File: src/design/itgp_pkg.sv
// shared types, constants and width helpers for the ground projection block
`timescale 1ns / 1ps
`default_nettype none

package itgp_pkg;

    // default parameter values
    localparam int DEF_PIXEL_BITS    = 12;
    localparam int DEF_ROT_FRAC_BITS = 16;

    // fixed field widths
    localparam int ROT_ENTRY_BITS = 18;
    localparam int ROT_ROW_BITS   = 3 * ROT_ENTRY_BITS;
    localparam int POS_BITS       = 21;
    localparam int CAM_BITS       = 3 * POS_BITS;
    localparam int CX_BITS        = 16;
    localparam int OC_BITS        = 2 * CX_BITS;
    localparam int F_BITS         = 24;
    localparam int FOCAL_BITS     = 2 * F_BITS;
    localparam int OUT_BITS       = 19;
    localparam int STATUS_BITS    = 2;

    // configuration port
    localparam int CFG_IDX_BITS  = 3;
    localparam int CFG_DATA_BITS = CAM_BITS;
    localparam logic [CFG_IDX_BITS-1:0] CFG_ROT_ROW0 = 3'd0;
    localparam logic [CFG_IDX_BITS-1:0] CFG_ROT_ROW1 = 3'd1;
    localparam logic [CFG_IDX_BITS-1:0] CFG_ROT_ROW2 = 3'd2;
    localparam logic [CFG_IDX_BITS-1:0] CFG_CAM_POS  = 3'd3;
    localparam logic [CFG_IDX_BITS-1:0] CFG_OPT_CTR  = 3'd4;
    localparam logic [CFG_IDX_BITS-1:0] CFG_INV_FOC  = 3'd5;

    // status codes
    localparam logic [STATUS_BITS-1:0] ST_ON_FIELD  = 2'd0;
    localparam logic [STATUS_BITS-1:0] ST_ABOVE     = 2'd1;
    localparam logic [STATUS_BITS-1:0] ST_OFF_FIELD = 2'd2;

    // field limit and output range
    localparam int FIELD_LIMIT = 142127;
    localparam int LIM_BITS    = 18;
    localparam logic [LIM_BITS-1:0] FIELD_LIMIT_K = LIM_BITS'(FIELD_LIMIT);
    localparam logic signed [OUT_BITS-1:0] OUT_MAX = {1'b0, {(OUT_BITS-1){1'b1}}};
    localparam logic signed [OUT_BITS-1:0] OUT_MIN = {1'b1, {(OUT_BITS-1){1'b0}}};

    // queue between front and back
    localparam int QUEUE_DEPTH = 8;
    localparam int FRONT_SLACK = 4;

    // configuration registers
    typedef struct packed {
        logic [ROT_ROW_BITS-1:0] rot0;
        logic [ROT_ROW_BITS-1:0] rot1;
        logic [ROT_ROW_BITS-1:0] rot2;
        logic [CAM_BITS-1:0]     cam;
        logic [OC_BITS-1:0]      ocenter;
        logic [FOCAL_BITS-1:0]   ifocal;
    } t_cfg;

    // queue status towards the front
    typedef struct packed {
        logic empty;
        logic nearly_full;
    } t_qstat;

    // per item flags that travel beside the divider
    typedef struct packed {
        logic valid;
        logic above;
        logic on_field;
        logic negx;
        logic hix;
        logic lox;
        logic negy;
        logic hiy;
        logic loy;
    } t_side;

    // signed width of cx - 16 * px
    function automatic int diff_bits(input int pb);
        return ((pb + 4 > CX_BITS) ? pb + 4 : CX_BITS) + 1;
    endfunction

    // signed width of a ray component
    function automatic int ray_bits(input int pb);
        return diff_bits(pb) + F_BITS + 1 - 4;
    endfunction

    // signed width of a rotated ray component
    function automatic int word_bits(input int pb);
        return ROT_ENTRY_BITS + ray_bits(pb) + 2;
    endfunction

    // one signed entry of a packed rotation row
    function automatic logic signed [ROT_ENTRY_BITS-1:0] rot_entry(
        input logic [ROT_ROW_BITS-1:0] row,
        input int                      j
    );
        return $signed(row[ROT_ENTRY_BITS*j +: ROT_ENTRY_BITS]);
    endfunction

endpackage

`default_nettype wire

File: src/design/itgp_queue.sv
// short item queue between the front and the back
`timescale 1ns / 1ps
`default_nettype none

module itgp_queue #(
    parameter int WIDTH = 8,
    parameter int DEPTH = itgp_pkg::QUEUE_DEPTH,
    parameter int SLACK = itgp_pkg::FRONT_SLACK
) (
    input  wire logic             i_clk,
    input  wire logic             i_rst_n,
    input  wire logic             i_push,
    input  wire logic [WIDTH-1:0] i_data,
    input  wire logic             i_pop,
    output logic [WIDTH-1:0]      o_data,
    output itgp_pkg::t_qstat      o_stat
);
    import itgp_pkg::*;

    localparam int PW = $clog2(DEPTH);
    localparam int CW = $clog2(DEPTH + 1);

    logic [WIDTH-1:0] r_mem [DEPTH];
    logic [PW-1:0]    r_wr;
    logic [PW-1:0]    r_rd;
    logic [CW-1:0]    r_count;

    // storage
    always_ff @(posedge i_clk) begin
        if (i_push) begin
            r_mem[r_wr] <= i_data;
        end
    end

    // pointers and fill level
    always_ff @(posedge i_clk) begin
        if (!i_rst_n) begin
            r_wr    <= '0;
            r_rd    <= '0;
            r_count <= '0;
        end else begin
            if (i_push) begin
                r_wr <= (r_wr == PW'(DEPTH - 1)) ? '0 : r_wr + 1'b1;
            end
            if (i_pop) begin
                r_rd <= (r_rd == PW'(DEPTH - 1)) ? '0 : r_rd + 1'b1;
            end
            if (i_push && !i_pop) begin
                r_count <= r_count + 1'b1;
            end else if (!i_push && i_pop) begin
                r_count <= r_count - 1'b1;
            end
        end
    end

    assign o_data             = r_mem[r_rd];
    assign o_stat.empty       = (r_count == '0);
    assign o_stat.nearly_full = (r_count >= CW'(DEPTH - SLACK));

    // checks
    a_no_overflow: assert property (@(posedge i_clk) disable iff (!i_rst_n)
        !(i_push && !i_pop && r_count == CW'(DEPTH)))
        else $error("item pushed into a full queue");
    a_no_underflow: assert property (@(posedge i_clk) disable iff (!i_rst_n)
        i_pop |-> r_count != '0)
        else $error("item popped from an empty queue");
    a_count_up: assert property (@(posedge i_clk) disable iff (!i_rst_n)
        (i_push && !i_pop) |=> r_count == $past(r_count) + 1'b1)
        else $error("queue level did not follow a push");

endmodule

`default_nettype wire

File: config.mk
export PLATFORM = sky130hd
export DESIGN_NAME = itgp_queue
export DESIGN_NICKNAME = d
export VERILOG_FILES = /design/src/design/itgp_pkg.sv /design/src/design/itgp_queue.sv
export SDC_FILE = /design/constraint.sdc
export NUM_CORES = 1
export LEC_CHECK = 0
export BUFFER_PORTS_ARGS = -buffer_cell sky130_fd_sc_hd__buf_2
export CORE_MARGIN = 1
export CORE_UTILIZATION = 60
export DETAILED_ROUTE_END_ITERATION = 16
export GPL_ROUTABILITY_DRIVEN = 0
export GPL_TIMING_DRIVEN = 0
export PLACE_DENSITY = 0.79
export REMOVE_ABC_BUFFERS = 1
export SLEW_MARGIN = 20
export SYNTH_ARGS = -nofsm -noshare
export SYNTH_HDL_FRONTEND = slang
export SYNTH_SLANG_ARGS = --single-unit
File: constraint.sdc
create_clock -name i_clk -period 2.9 [get_ports i_clk]
set_input_delay 0.58 -clock i_clk [delete_from_list [all_inputs] [get_ports i_clk]]
set_output_delay 0.58 -clock i_clk [all_outputs]
set_load 0.01 [all_outputs]
==> impl_results.md <==
* Gate power share at 0.090
* DP Wirelength at approximately 3300 um
* Antenna violations before repair at 0
* Total I/O pin count at 22
* Share of post-route cells with drive strength above 1 at 0.239
* CP required at between 2000 and 2500 ps
* Placed cell count at 248
* CTS sink cnt at 77
* Post-synth top cells: edfxtp_1, mux4_1, dfxtp_1, mux2_2, nor2_1
* Reg2Reg Launch Point: r_wr[2]
* PwrDens at 644 mW/mm2
* Routed WL per cell at approximately 19 um
* Global route total overflow at 0
* Cells after Synth at 167
* Worst Setup Start Kind: flip-flop
* Area of the core at 0.00488 mm2
* Pint at 1.73 mW
* Pleak at about 1.2 nW
* CTS max path bufs at 2
* Seq cells post-synth at between 70 and 80
* Asr flop ratio synth at 0
* Synth area leader: edfxtp_1
* Die Wd at about 74 um
* Arrival @ worst endpoint at 2030 ps
* Mapped Area at 0.00313 mm2
* Outcome: finished, final reports clean
* Critical path fanouts, max at 16
* Clock skew at 5.27 ps
* Area of the die at 0.00551 mm2
* Final instance area at 0.00346 mm2
* PostCTS Resize Cnt at 1
* Root Buffer: clkbuf_8
* Final-layout fill cell count at 308
* Final Hold Viols at 0
* Most used DFF post-synth: edfxtp_1
* Area of placed instances at 0.00328 mm2
* DR DRC count at 0
* Die height at 74.2 um
* Worst min-delay path startpoint: r_count[3]
* Final #Nets at 212
* Sum Neg Setup Slack at 0 ps
* Total global-route track usage at 0.216
* CP Class: flip-flop to output pin
* DRT Wirelength at just over 5000 um
* Switch Pwr at approximately 0.50 mW
* Final cell count without fillers at ~260
* Hold buffers post-CTS at 0
* CTS tree: done
* ANT nets after route at 0
* Initial cell density of the core at 0.642
* First-pass GRT wire length at roughly 7900 um
* Net Sw Frac at 0.225
* Syn Area/Cell at 18.7 um2
* FMAX at 383 MHz
* 1st-iter DRT viols at 79
* Netlist cell types at 28
* Initial DRT Pass Iterations at 4
* Hold/Removal Path Class: flip-flop to flip-flop
* Number of synthesized flops with an enable pin at 64
* Min Tclk post-route at 2610 ps
* Port bufs at 21
* Yosys warning total at 0
* Maximum vdd drop at 0.443 mV
* Clock-pin slew on the worst setup and hold paths at 70 ps
* Vias per cell at 5.74
* Area growth syn-to-layout at 10.6%
* Largest net degree at the start of global routing at 17
* Seq/Total Area, Yosys at 0.697
* Vias in the first global route at about 1600
* Post-CTS setup buffer count at 0
* Clk pwr share at 0.343
* Unrepaired setup endpoints after global routing: no
* Final worst path period share at 0.900
* Synth top area cells: edfxtp_1, mux4_1, dfxtp_1, mux2_2, ha_1
* Kind of end point of the critical path: output pin
* Share of the synthesized area in the top cell type at 0.614
* # rows at 25
* Clock latency on the worst-skew pair at around 350 ps
* Max Cap Viol at 0
* Most common cell in the netlist: edfxtp_1
* Tightest Pin Transition at 949 ps
* Fin. max-slew vios at 0
* Sequential share of power at 0.567
* CTS HTree Levels at 3
* Relative slew slack at 0.365
* CTS buffer count at 9
* Vias at 1516
* Ant. Diodes at 0
* # setup viols final at 0
kinds of logic after synthesis:
logic type / synth area share
buf+inv: 0.0200
fa+ha+maj: 0.0344
compound gates: 0.0144
simple gates: 0.0540
mux: 0.175
flops: 0.697
xor+xnor: 0.00560
worst paths after layout:
path | endpoint | slack, ps | cells after the start
hold / removal | r_count[3] | 470 | 2
hold reg to reg | r_count[3] | 470 | 2
setup reg to reg | r_mem[2][7] | 1200 | 2
setup / recovery | o_data[6] | 290 | 3
power by group through the flow:
stage	Sequential [mW]	Clock, mW	Combinational, mW
after floorplan	1.28	0	0.136
after global placement	1.29	0	0.188
after detailed placement	1.29	0	0.202
after CTS	1.27	0.769	0.202
after global routing	1.27	0.814	0.225
final	1.26	0.766	0.200
worst max-delay path: stages, from the launching register on:
cell,delay [ps]
dfxtp_2,630
mux4_1,620
mux2_2,280
buf_2,140
registers in the layout (all words and copies together), names as in the netlist, named ones only:
register  flops
r_count       4
r_mem        64
r_rd          3
r_wr          3
stage by stage:
step	util	hold WS [ps]	power, mW	setup WS [ps]
after floorplan	-	441	1.42	710
after global placement	0.670	449	1.48	344
after detailed placement	0.672	467	1.49	331
after CTS	0.709	479	2.24	264
after global routing	0.709	504	2.31	196
final	0.709	473	2.23	291
cell type report:
class | instances | area [um2] | area share
Timing Repair Buffer | 21 | 105 | 0.0304
Sequential cell | 77 | 2180 | 0.631
Multi-Input combinational cell | 80 | 896 | 0.259
Inverter | 3 | 11.3 | 0.00325
Clock buffer | 11 | 131 | 0.0379
Clock inverter | 5 | 51.3 | 0.0148
Tap cell | 67 | 83.8 | 0.0242
cells in the final DEF, fill, tap and decap left out:
cell type,synthesis,routed
a31oi_1,1,1
mux2_2,8,8
o21ai_0,2,2
dfxtp_2,0,1
mux2i_1,4,4
dfxtp_1,13,12
nand3_1,1,1
clkbuf_1,3,2
buf_2,1,21
inv_1,3,3
clkbuf_8,0,9
nand2_1,7,7
nor3_1,4,2
xnor2_1,2,2
mux4_1,15,15
o22ai_1,1,1
clkinvlp_4,0,1
nor3_2,0,2
nor2b_1,5,5
mux4_2,1,1
or2_2,1,1
and2_1,4,4
nand2b_1,4,4
a21oi_1,3,3
nor2_1,8,8
fa_1,1,1
clkinv_1,0,1
edfxtp_1,64,64
clkinv_2,0,2
a211oi_1,1,1
bufinv_16,0,1
ha_1,7,7
routing by layer:
layer  vias up  GRT usage  wire, um
li1        717          -         -
met1       754      0.268      2260
met2        33      0.352      2550
met3        12     0.0569       165
met4         0      0.115       131
met5         -          0         0
Note: power is estimated with default switching activity, not from simulation.
